**src/sv/dslt_pkg.sv**
```systemverilog
package dslt_pkg;

    // default table depth
    localparam int unsigned DEPTH_DEF = 16;

    // field widths
    localparam int unsigned OP_W     = 3;
    localparam int unsigned KEY_W    = 32;
    localparam int unsigned STATUS_W = 2;
    localparam int unsigned COUNT_W  = 5;

    // operation codes
    localparam logic [OP_W-1:0] OP_SORTED_INSERT = 3'd0;
    localparam logic [OP_W-1:0] OP_PUSH_FRONT    = 3'd1;
    localparam logic [OP_W-1:0] OP_REMOVE_KEY    = 3'd2;
    localparam logic [OP_W-1:0] OP_REMOVE_FRONT  = 3'd3;
    localparam logic [OP_W-1:0] OP_SEARCH        = 3'd4;
    localparam logic [OP_W-1:0] OP_CLEAR         = 3'd5;

    // status codes
    localparam logic [STATUS_W-1:0] ST_OK        = 2'd0;
    localparam logic [STATUS_W-1:0] ST_EMPTY     = 2'd1;
    localparam logic [STATUS_W-1:0] ST_NOT_FOUND = 2'd2;
    localparam logic [STATUS_W-1:0] ST_FULL      = 2'd3;

    // input transaction
    typedef struct packed {
        logic        [OP_W-1:0]  operation;
        logic signed [KEY_W-1:0] key;
    } in_t;

    // result transaction
    typedef struct packed {
        logic        [STATUS_W-1:0] status;
        logic                       found;
        logic signed [KEY_W-1:0]    front_value;
        logic        [COUNT_W-1:0]  entry_count;
        logic                       is_empty;
    } out_t;

    // control broadcast to every cell
    typedef struct packed {
        logic shift_right;  // open a slot at the first marked cell
        logic shift_left;   // close the slot at the first marked cell
        logic mark_le;      // mark cells holding a value <= key, or unoccupied
        logic mark_eq;      // mark occupied cells equal to key
        logic mark_all;     // mark every cell
    } cell_ctl_t;

endpackage

```
**src/sv/dslt_cell.sv**
```systemverilog
module dslt_cell (
    input  logic                                 aclk,
    input  dslt_pkg::cell_ctl_t                  ctl,
    input  logic signed [dslt_pkg::KEY_W-1:0]    key,
    input  logic                                 occ,
    input  logic signed [dslt_pkg::KEY_W-1:0]    left_val,
    input  logic signed [dslt_pkg::KEY_W-1:0]    right_val,
    input  logic                                 chain_in,
    output logic                                 chain_out,
    output logic signed [dslt_pkg::KEY_W-1:0]    value_q,
    output logic signed [dslt_pkg::KEY_W-1:0]    value_next
);

    logic signed [dslt_pkg::KEY_W-1:0] value_reg;
    logic                              mark;

    // local match against the broadcast key
    always_comb begin
        mark = ctl.mark_all
             | (ctl.mark_le & ((value_reg <= key) | ~occ))
             | (ctl.mark_eq & (value_reg == key) & occ);
    end

    // first-match ripple toward the back of the table
    assign chain_out = chain_in | mark;

    // insert takes the key at the first mark and shifts everything behind it;
    // removal pulls from the right neighbor at and behind the first mark
    always_comb begin
        value_next = value_reg;
        if (ctl.shift_right) begin
            if (chain_in) begin
                value_next = left_val;
            end else if (mark) begin
                value_next = key;
            end
        end else if (ctl.shift_left) begin
            if (chain_out) begin
                value_next = right_val;
            end
        end
    end

    always_ff @(posedge aclk) begin
        value_reg <= value_next;
    end

    assign value_q = value_reg;

endmodule

```
**src/sv/descending_sorted_list_table_top.sv**
```systemverilog
// channel  | ports                       | payload
// ---------+-----------------------------+------------------------------------
// input    | s_valid, s_ready, s_payload | operation, key
// result   | m_valid, m_ready, m_payload | status, found, front_value,
//          |                             | entry_count, is_empty
//
// one transaction per cycle while s_ready is high; its result is registered
// on m_*; per-cell compare and first-match ripple set the clock
// synchronous active-low reset empties the table; stored values keep no reset
// one skid entry behind the result register takes a transaction while m_ready
// is low; s_ready then stays low until m_ready is high at an edge
module descending_sorted_list_table_top #(
    parameter int unsigned DEPTH = dslt_pkg::DEPTH_DEF
) (
    input  logic             aclk,
    input  logic             aresetn,
    input  logic             s_valid,
    output logic             s_ready,
    input  dslt_pkg::in_t    s_payload,
    output logic             m_valid,
    input  logic             m_ready,
    output dslt_pkg::out_t   m_payload
);

    localparam int unsigned CNT_W = $clog2(DEPTH + 1);
    localparam logic [CNT_W-1:0] CNT_FULL = CNT_W'(DEPTH);

    logic [CNT_W-1:0] count_reg, count_next;
    logic             m_valid_reg, m_valid_next;
    logic             skid_valid_reg, skid_valid_next;
    dslt_pkg::out_t   out_reg, out_next;
    dslt_pkg::out_t   skid_reg, skid_next;
    dslt_pkg::out_t   result;

    dslt_pkg::cell_ctl_t ctl;
    logic                accept;
    logic                pop;
    logic                is_full;
    logic                is_zero;
    logic                hit;
    logic [dslt_pkg::STATUS_W-1:0] status;
    logic                found;

    logic signed [dslt_pkg::KEY_W-1:0] cell_val  [DEPTH];
    logic signed [dslt_pkg::KEY_W-1:0] cell_next [DEPTH];
    logic        [DEPTH:0]             chain;

    assign accept  = s_valid & s_ready;
    assign pop     = m_valid_reg & m_ready;
    assign is_full = (count_reg == CNT_FULL);
    assign is_zero = (count_reg == '0);

    // decode the operation into cell control, status and count update
    always_comb begin
        ctl        = '0;
        status     = dslt_pkg::ST_OK;
        found      = 1'b0;
        count_next = count_reg;
        unique case (s_payload.operation)
            dslt_pkg::OP_SORTED_INSERT: begin
                if (is_full) begin
                    status = dslt_pkg::ST_FULL;
                end else begin
                    ctl.shift_right = accept;
                    ctl.mark_le     = 1'b1;
                    count_next      = count_reg + 1'b1;
                end
            end
            dslt_pkg::OP_PUSH_FRONT: begin
                if (is_full) begin
                    status = dslt_pkg::ST_FULL;
                end else begin
                    ctl.shift_right = accept;
                    ctl.mark_all    = 1'b1;
                    count_next      = count_reg + 1'b1;
                end
            end
            dslt_pkg::OP_REMOVE_KEY: begin
                ctl.mark_eq    = 1'b1;
                ctl.shift_left = accept;
                if (is_zero) begin
                    status = dslt_pkg::ST_EMPTY;
                end else if (!hit) begin
                    status = dslt_pkg::ST_NOT_FOUND;
                end else begin
                    found      = 1'b1;
                    count_next = count_reg - 1'b1;
                end
            end
            dslt_pkg::OP_REMOVE_FRONT: begin
                if (is_zero) begin
                    status = dslt_pkg::ST_EMPTY;
                end else begin
                    ctl.shift_left = accept;
                    ctl.mark_all   = 1'b1;
                    count_next     = count_reg - 1'b1;
                end
            end
            dslt_pkg::OP_SEARCH: begin
                ctl.mark_eq = 1'b1;
                found       = hit;
            end
            dslt_pkg::OP_CLEAR: begin
                count_next = '0;
            end
            default: begin
            end
        endcase
        if (!accept) begin
            count_next = count_reg;
        end
    end

    // row of cells, first-match chain runs from the front
    assign chain[0] = 1'b0;
    assign hit      = chain[DEPTH];

    for (genvar i = 0; i < DEPTH; i++) begin : g_cell
        logic signed [dslt_pkg::KEY_W-1:0] left_val;
        logic signed [dslt_pkg::KEY_W-1:0] right_val;
        logic                              occ;

        assign occ = (CNT_W'(i) < count_reg);

        if (i == 0) begin : g_front
            assign left_val = s_payload.key;
        end else begin : g_mid
            assign left_val = cell_val[i-1];
        end

        if (i == DEPTH - 1) begin : g_back
            assign right_val = s_payload.key;
        end else begin : g_inner
            assign right_val = cell_val[i+1];
        end

        dslt_cell u_cell (
            .aclk       (aclk),
            .ctl        (ctl),
            .key        (s_payload.key),
            .occ        (occ),
            .left_val   (left_val),
            .right_val  (right_val),
            .chain_in   (chain[i]),
            .chain_out  (chain[i+1]),
            .value_q    (cell_val[i]),
            .value_next (cell_next[i])
        );
    end

    // result for the accepted transaction
    always_comb begin
        result.status      = status;
        result.found       = found;
        result.front_value = (count_next == '0) ? '0 : cell_next[0];
        result.entry_count = dslt_pkg::COUNT_W'(count_next);
        result.is_empty    = (count_next == '0);
    end

    // result register with one skid entry
    always_comb begin
        m_valid_next    = m_valid_reg;
        skid_valid_next = skid_valid_reg;
        out_next        = out_reg;
        skid_next       = skid_reg;
        if (accept) begin
            if (m_valid_reg && !m_ready) begin
                skid_next       = result;
                skid_valid_next = 1'b1;
            end else begin
                out_next     = result;
                m_valid_next = 1'b1;
            end
        end else if (pop) begin
            if (skid_valid_reg) begin
                out_next        = skid_reg;
                skid_valid_next = 1'b0;
            end else begin
                m_valid_next = 1'b0;
            end
        end
    end

    always_ff @(posedge aclk) begin
        if (!aresetn) begin
            count_reg      <= '0;
            m_valid_reg    <= 1'b0;
            skid_valid_reg <= 1'b0;
        end else begin
            count_reg      <= count_next;
            m_valid_reg    <= m_valid_next;
            skid_valid_reg <= skid_valid_next;
        end
    end

    always_ff @(posedge aclk) begin
        out_reg  <= out_next;
        skid_reg <= skid_next;
    end

    assign s_ready   = ~skid_valid_reg;
    assign m_valid   = m_valid_reg;
    assign m_payload = out_reg;

    // count stays within the table depth
    a_count_bound : assert property (@(posedge aclk) disable iff (!aresetn)
        count_reg <= CNT_FULL)
        else $error("entry count exceeds depth");

    // skid entry is only filled behind a waiting result
    a_skid_behind_out : assert property (@(posedge aclk) disable iff (!aresetn)
        skid_valid_reg |-> m_valid_reg)
        else $error("skid entry holds data without a pending result");

    // an accepted insert into a non-full table grows the count by one
    a_insert_grows : assert property (@(posedge aclk) disable iff (!aresetn)
        (accept && !is_full && s_payload.operation == dslt_pkg::OP_SORTED_INSERT)
        |=> count_reg == $past(count_reg) + 1'b1)
        else $error("insert did not grow the table");

    // a found key always reports ok status
    a_found_ok : assert property (@(posedge aclk) disable iff (!aresetn)
        (m_valid && m_payload.found) |-> m_payload.status == dslt_pkg::ST_OK)
        else $error("found flagged with error status");

    // empty flag agrees with the reported count
    a_empty_count : assert property (@(posedge aclk) disable iff (!aresetn)
        m_valid |-> (m_payload.is_empty == (m_payload.entry_count == '0)))
        else $error("empty flag disagrees with entry count");

endmodule

```
**config.mk**
```make
export PLATFORM = sky130hd
export DESIGN_NAME = descending_sorted_list_table_top
export DESIGN_NICKNAME = d
export VERILOG_FILES = /design/src/sv/dslt_pkg.sv /design/src/sv/dslt_cell.sv /design/src/sv/descending_sorted_list_table_top.sv
export SDC_FILE = /design/constraint.sdc
export NUM_CORES = 2
export LEC_CHECK = 0
export BUFFER_PORTS_ARGS = -buffer_cell sky130_fd_sc_hd__buf_2
export CAP_MARGIN = 20
export CORE_MARGIN = 2
export CORE_UTILIZATION = 40
export DETAILED_ROUTE_END_ITERATION = 8
export PLACE_DENSITY_LB_ADDON = 0.15
export SLEW_MARGIN = 20
export SYNTH_ARGS = -nofsm -noshare
export SYNTH_HDL_FRONTEND = slang
export SYNTH_SLANG_ARGS = --single-unit
```
**constraint.sdc**
```tcl
create_clock -name aclk -period 15 [get_ports aclk]
set_input_delay 4.5 -clock aclk [delete_from_list [all_inputs] [get_ports aclk]]
set_output_delay 4.5 -clock aclk [all_outputs]
set_load 0.01 [all_outputs]
```
### Word level (Yosys, flattened, before mapping)

Cells that the tools add are included.

* flip-flop bits (word level): 601
* bits in latches: 0
* memory bits (writable): 0
* ROM bits: 0
* bits of input ports: 39
* output and inout bits: 43
* word-level logic and storage cells: 391
* memories kept: 0

* add/sub/neg operators: 2
* multiply operators: 0
* divide/modulo/power cells: 0
* $lt $le $gt $ge: 32
* eq/ne operators: 40
* shift-type cells: 0
* multiplexer cells: 114
* bitwise gates (word level): 130
* reductions and logical operators: 44

Operators with widths (count)
* two-way mux 32 bit: 80
* == test 32 bit: 16
* less-or-equal comparator 32 bit: 16
* two-way mux 41 bit: 4
* OR 1 bit: 63
* AND reduction 3 bit: 17
* bitwise AND 1 bit: 50
* inequality test 3 x 1 -> 1 bit, second input constant: 15
* < comparator 4 x 5 -> 1 bit, first input constant: 8
* nonzero test 2 bit: 18
* two-way mux 5 bit: 5
* < comparator 3 x 5 -> 1 bit, first input constant: 4
* case mux 5 bit (4 select lines): 1
* two-way mux 1 bit: 17
* NOT 1 bit: 17
* zero test 5 bit: 2
* < comparator 1 x 5 -> 1 bit, first input constant: 2
* < comparator 2 x 5 -> 1 bit, first input constant: 2
* == test 3 x 2 -> 1 bit, second input constant: 2
* == test 3 bit, second input constant: 2
* two-way mux 2 bit: 3
* case mux 1 bit (2 select lines): 3
* case mux 2 bit (3 select lines): 1
* adder 5 x 1 -> 5 bit, second input constant: 1
* 10 further kinds: 13

### Longest topological paths before layout

* word-level depth: 29
* mapped depth: 21
* gate-level depth less buffers: 15

### By module

A second synthesis with hierarchy kept.

* cells, all modules: 7497
* area, all modules: 58891.5 um^2

Modules (own cells, without submodules)
* dslt_cell (g_cell[0].u_cell ...): times used 13, cells an instance 448, area each 3383.2 um^2, sequential area each 640.6 um^2
* dslt_cell (g_cell[8].u_cell ...): times used 2, cells an instance 415, area each 3425.8 um^2, sequential area each 640.6 um^2
* descending_sorted_list_table_top: times used 1, cells an instance 387, area each 4504.3 um^2, sequential area each 2602.5 um^2
* dslt_cell (g_cell[12].u_cell): times used 1, cells an instance 456, area each 3553.4 um^2, sequential area each 640.6 um^2

### Worst setup path after synthesis

No wires, ideal clock.

* path type: input port to flip-flop
* start: input s_payload[31] (netlist bit)
* end: register g_cell[9].u_cell.value_reg, in the netlist g_cell[9].u_cell.value_q[0] (enable)
* library setup time: 0.421 ns
* arrival: 9.480 ns
* required time: 14.579 ns
* slack: 5.099 ns
* stages on the path: 18
* buffers on the path: 4
* path through: inv_1 ha_1 nand4_1 nor4_2 a31oi_1 nand2_1 or4b_2 a21oi_1 nor4b_2 nand3_2 nor2b_1 clkbuf_1 nor2b_1 clkbuf_1 and2_1 clkbuf_1 clkbuf_1 nor2_1

* longest elaborated chain between the ends: 16

Ends and longest elaborated chain
* from (decl): RTL line descending_sorted_list_table_top.sv:19 `input dslt_pkg::in_t s_payload,`
* less-or-equal comparator 32 bit: RTL line dslt_cell.sv:20 `| (ctl.mark_le & ((value_reg <= key) | ~occ))`
* OR 1 bit: RTL line dslt_cell.sv:20
* bitwise AND 1 bit: RTL line dslt_cell.sv:20
* OR 1 bit: RTL line dslt_cell.sv:20
* OR 1 bit: RTL line dslt_cell.sv:21 `| (ctl.mark_eq & (value_reg == key) & occ);`
* OR 1 bit (9 in series): RTL line dslt_cell.sv:25 `assign chain_out = chain_in | mark;`
* nonzero test 2 bit (no line)
* AND reduction 3 bit (no line) *
* to (signal assigned): RTL line dslt_cell.sv:45 `value_reg <= value_next;`
* to (decl): RTL line dslt_cell.sv:14 `logic signed [dslt_pkg::KEY_W-1:0] value_reg;`

Mark *: on every way between the ends. The rest lies on a longest branch, timed or not.
A chain may end at the register's enable or synchronous reset.

### Final worst setup path

* start: input s_payload[27] (netlist bit)
* end: register g_cell[9].u_cell.value_reg, in the netlist g_cell[9].u_cell.value_q[29] (enable)

The elaborated chain is that of the path after synthesis.

==> results by group <==
Cells and area
  – Fillers: about 9700
  – Fin util: 0.448
  – Final #Nets: slightly below 5000
  – Ratio of cells with drive above 1 in the final layout: 0.0760
  – P&R area growth vs syn: 11.3%
  – Number of flip-flops under the largest register name: 512
  – Finished Layout Cells: 5733

STA
  – Max-slew headroom: 0.215
  – Clock skew: 0.0266 ns
  – Fmax: 96.2 MHz
  – Worst hold margin: a little over 0.5 ns
  – Final hold vios: 0
  – Max-slew violations: 0
  – Setup TNS: 0 ns
  – Worst Max-Slew Pin Slew: 1.17 ns
  – Tcrit/Tclk final: 0.693
  – Final setup vio count: 0
  – RSZ-0062 raised after global routing: false
  – Minimum clock period: 10.40 ns

Synthesis
  – Async set-reset flop share out of synthesis: 0
  – Adder-Cell Fraction of Synth Area: 0.160
  – Post-synth cell types: 82
  – Post-synth EDFFs: 562
  – Mapped Cells: around 4300
  – Post-Syn Nets: 4903
  – Synth Cell Area: 40200 um2
  – Complex-gate fraction of the synthesized area: 0.189
  – Flop and latch count out of synthesis: roughly 600
  – Simple-gate share of the synthesized area: 0.166
  – Mean post-synth cell area: 9.24 um2
  – Yosys warnings: 0
  – Top_reg_cell synth: edfxtp_1
  – Seq/Total Area, Yosys: 0.439
  – Mux cell area share after synthesis: 0.0127
  – Largest family of logic cells by synthesized area: compound AO/OA/AOI/OAI gates
  – Post-synthesis xor/xnor area fraction: 0.000218

Power
  – Comb pwr share: 0.207
  – Static leakage: 19.1 nW
  – P_int: 3.37 mW
  – Clk pwr share: 0.360
  – Power Density: 110 nW/um2
  – Sequential Power Share: 0.432
  – Peak supply drop: slightly below 0.09 mV
  – Net Sw Power: 1.53 mW
  – Switching fraction of total power: 0.313

CTS
  – H-tree level count: 3
  – Post-CTS Setup Bufs: 0
  – CTS Sinks: ~600
  – Total CTS buffers: 72
  – TritonCTS clock tree: built
  – Post-CTS sizing: 0
  – Clk Latency, worst-skew pair: 0.64 ns
  – CTS Hold Buffers Added: 0
  – CTS clock-pin slew for the worst setup and hold paths: 0.06 ns
  – Clk buf depth: 3
  – Root buffer cell: clkbuf_16

Place
  – I/O Buffers: between 80 and 90
  – Number of instances in the placed design: 5594
  – DP HPWL: 102 mm
  – GPL Wtd Cong: approximately 0.93

Die
  – Die Y: 321 um
  – Number of I/O pins: just over 80
  – Initial Util: 0.402
  – Width of the die: 321 um
  – Area of the core: 99900 um2
  – Rows: 116
  – Die area: 103000 um2

Detailed routing
  – Via count: 34500
  – Via/cell ratio: 6.02
  – Final ANT Viol Nets: 0
  – WL per Instance: 23.9 um
  – Drt drc: 0
  – Post-Route WL: 137 mm
  – Starting DRT DRC Count: approximately 3400
  – Pre-antenna DRT Iters: 6

Global route
  – Remaining global-route overflow: 0
  – Vias in the first global route: 32400
  – GR Util All Layers: 0.258
  – First-pass GRT wire length: 204 mm
  – Largest net degree at the start of global routing: 87
  – Antenna violations before repair: 3

Worst setup path
  – Setup slack, reg-to-reg: 8.05 ns
  – Critical path required time: 15.25 ns
  – Crit end category: register
  – Type of the worst setup path: input pin to register
  – Startpoint types: input pin
  – Worst Path Max Fanout: 68
  – Critical Path AT: 10.64 ns

Job
  – Max-Cap Viols: 0

Status
  – Status: finished, final reports clean

Worst hold path
  – Hold WC Path Type: register to register
## layout by cell type (no fill, tap or decap), drive strengths merged, types with 23 or more instances in the layout
master,instances
a21o,91
a21oi,349
a22oi,36
buf,172
clkbuf,101
clkinv,23
dfxtp,39
edfxtp,562
ha,515
inv,114
mux2i,46
nand2,963
nand3,58
nand4,94
nor2,300
nor3,37
o211ai,23
o21ai,392
o22ai,229
o31ai,40
## routing by layer
metal	GRT usage	vias up	wire [um]
li1	-	16300	-
met1	0.374	16800	62700
met2	0.400	1204	61200
met3	0.0307	203	8420
met4	0.0846	2	4500
met5	0	-	12
## logic make-up (layout without fill, tap and decap cells)
logic type,after synthesis,after routing
other,0,1
AND/OR/NAND/NOR,1564,1564
flip-flops,601,601
adder cells (fa/ha/maj),515,515
AO/OA/AOI/OAI,1287,1287
multiplexers,50,50
buffers and inverters,331,416
XOR/XNOR,1,1
## worst max-delay path, cell delays in order
cell and delay (ns):
buf_2 0.11, inv_1 0.04, buf_4 0.22, ha_1 0.36
nand4_1 0.21, nor4_1 1.03, nand4_1 0.28, a21oi_1 0.27
nor2_1 0.08, o311a_1 0.39, nor4b_2 0.23, nand3_2 0.10
buf_4 0.60, nor2b_2 0.07, buf_4 0.29, nor2b_2 0.21
buf_4 0.25, and2_1 0.21, buf_4 0.26, nor2_4 0.85
## synth_stat cells (all sizes together) (3+ instances only)
master   instances  area (um2)
nor3            37         190
o211ai          23         173
nor2b           17         106
o31ai           40         300
o21bai           6        45.0
a21oi          349        1750
mux2i           46         460
dfxtp           39         781
a21boi           6        45.0
a22oi           36         270
or3             14        87.6
o31a             4        35.0
o22ai          229        1440
nand4           94         588
nor2           300        1130
and2            11        68.8
ha             515        6440
o221ai           4        35.0
clkbuf         194         728
nand2b          12        75.1
nor4            16         143
a21o            91         683
buf             25         138
nand2          963        3610
and4             6        52.6
nor3b            3        22.5
nand3b           6        45.0
o21ai          392        1960
and3             5        31.3
a31oi           18         113
nand3           58         295
a211o            7        61.3
a221o            3        30.0
edfxtp         562       16900
o311a            3        30.0
nor4b            3        62.6
a221oi           8        70.1
or4              6        45.0
or2              4        25.0
a2111oi          9        78.8
a211oi          22         165
o21a            14         105
mux2             4        48.8
inv            112         420
o2111ai          6        52.6
## power by group through the flow
stage                     Combinational, mW  Sequential (mW)  Clock (mW)
final                                  1.02             2.12        1.76
after detailed placement              0.991             2.15           0
after floorplan                       0.672             2.11           0
after global routing                   1.13             2.13        1.85
after global placement                0.973             2.15           0
after CTS                             0.996             2.12        1.80
## stage by stage
step                total power [mW]  worst slack [ns]  area (um2)
floorplan                       2.79              5.10       40200
global placement                3.13              4.16       42200
detailed placement              3.14              4.10       42300
CTS                             4.91              4.77       44600
global route                    5.12              4.17       44700
finish                          4.90              4.60       44700
## worst paths after layout
kind	from	endpoint	cells after the start
setup / recovery	s_payload[27]	g_cell[9].u_cell.value_q[29]$_DFFE_PP_	20
hold / removal	skid_reg[40]$_DFFE_PP_	m_payload[40]$_DFFE_PP_	2
setup reg to reg	count_reg[1]$_SDFF_PN0_	g_cell[9].u_cell.value_q[29]$_DFFE_PP_	18
hold reg to reg	skid_reg[40]$_DFFE_PP_	m_payload[40]$_DFFE_PP_	2
## area by class of cell
cell class / count / area [um2] / area share
multi-input cells: 3417 / 21500 / 0.481
diodes: 1 / 2.50 / 0.0000559
inverters: 112 / 420 / 0.00940
repair buffers: 172 / 1230 / 0.0275
clock buffers: 101 / 2070 / 0.0462
clock inverters: 31 / 233 / 0.00520
well taps: 1298 / 1620 / 0.0363
flip-flops and latches: 601 / 17700 / 0.395
No activity file was read; power rests on OpenSTA's default activity.
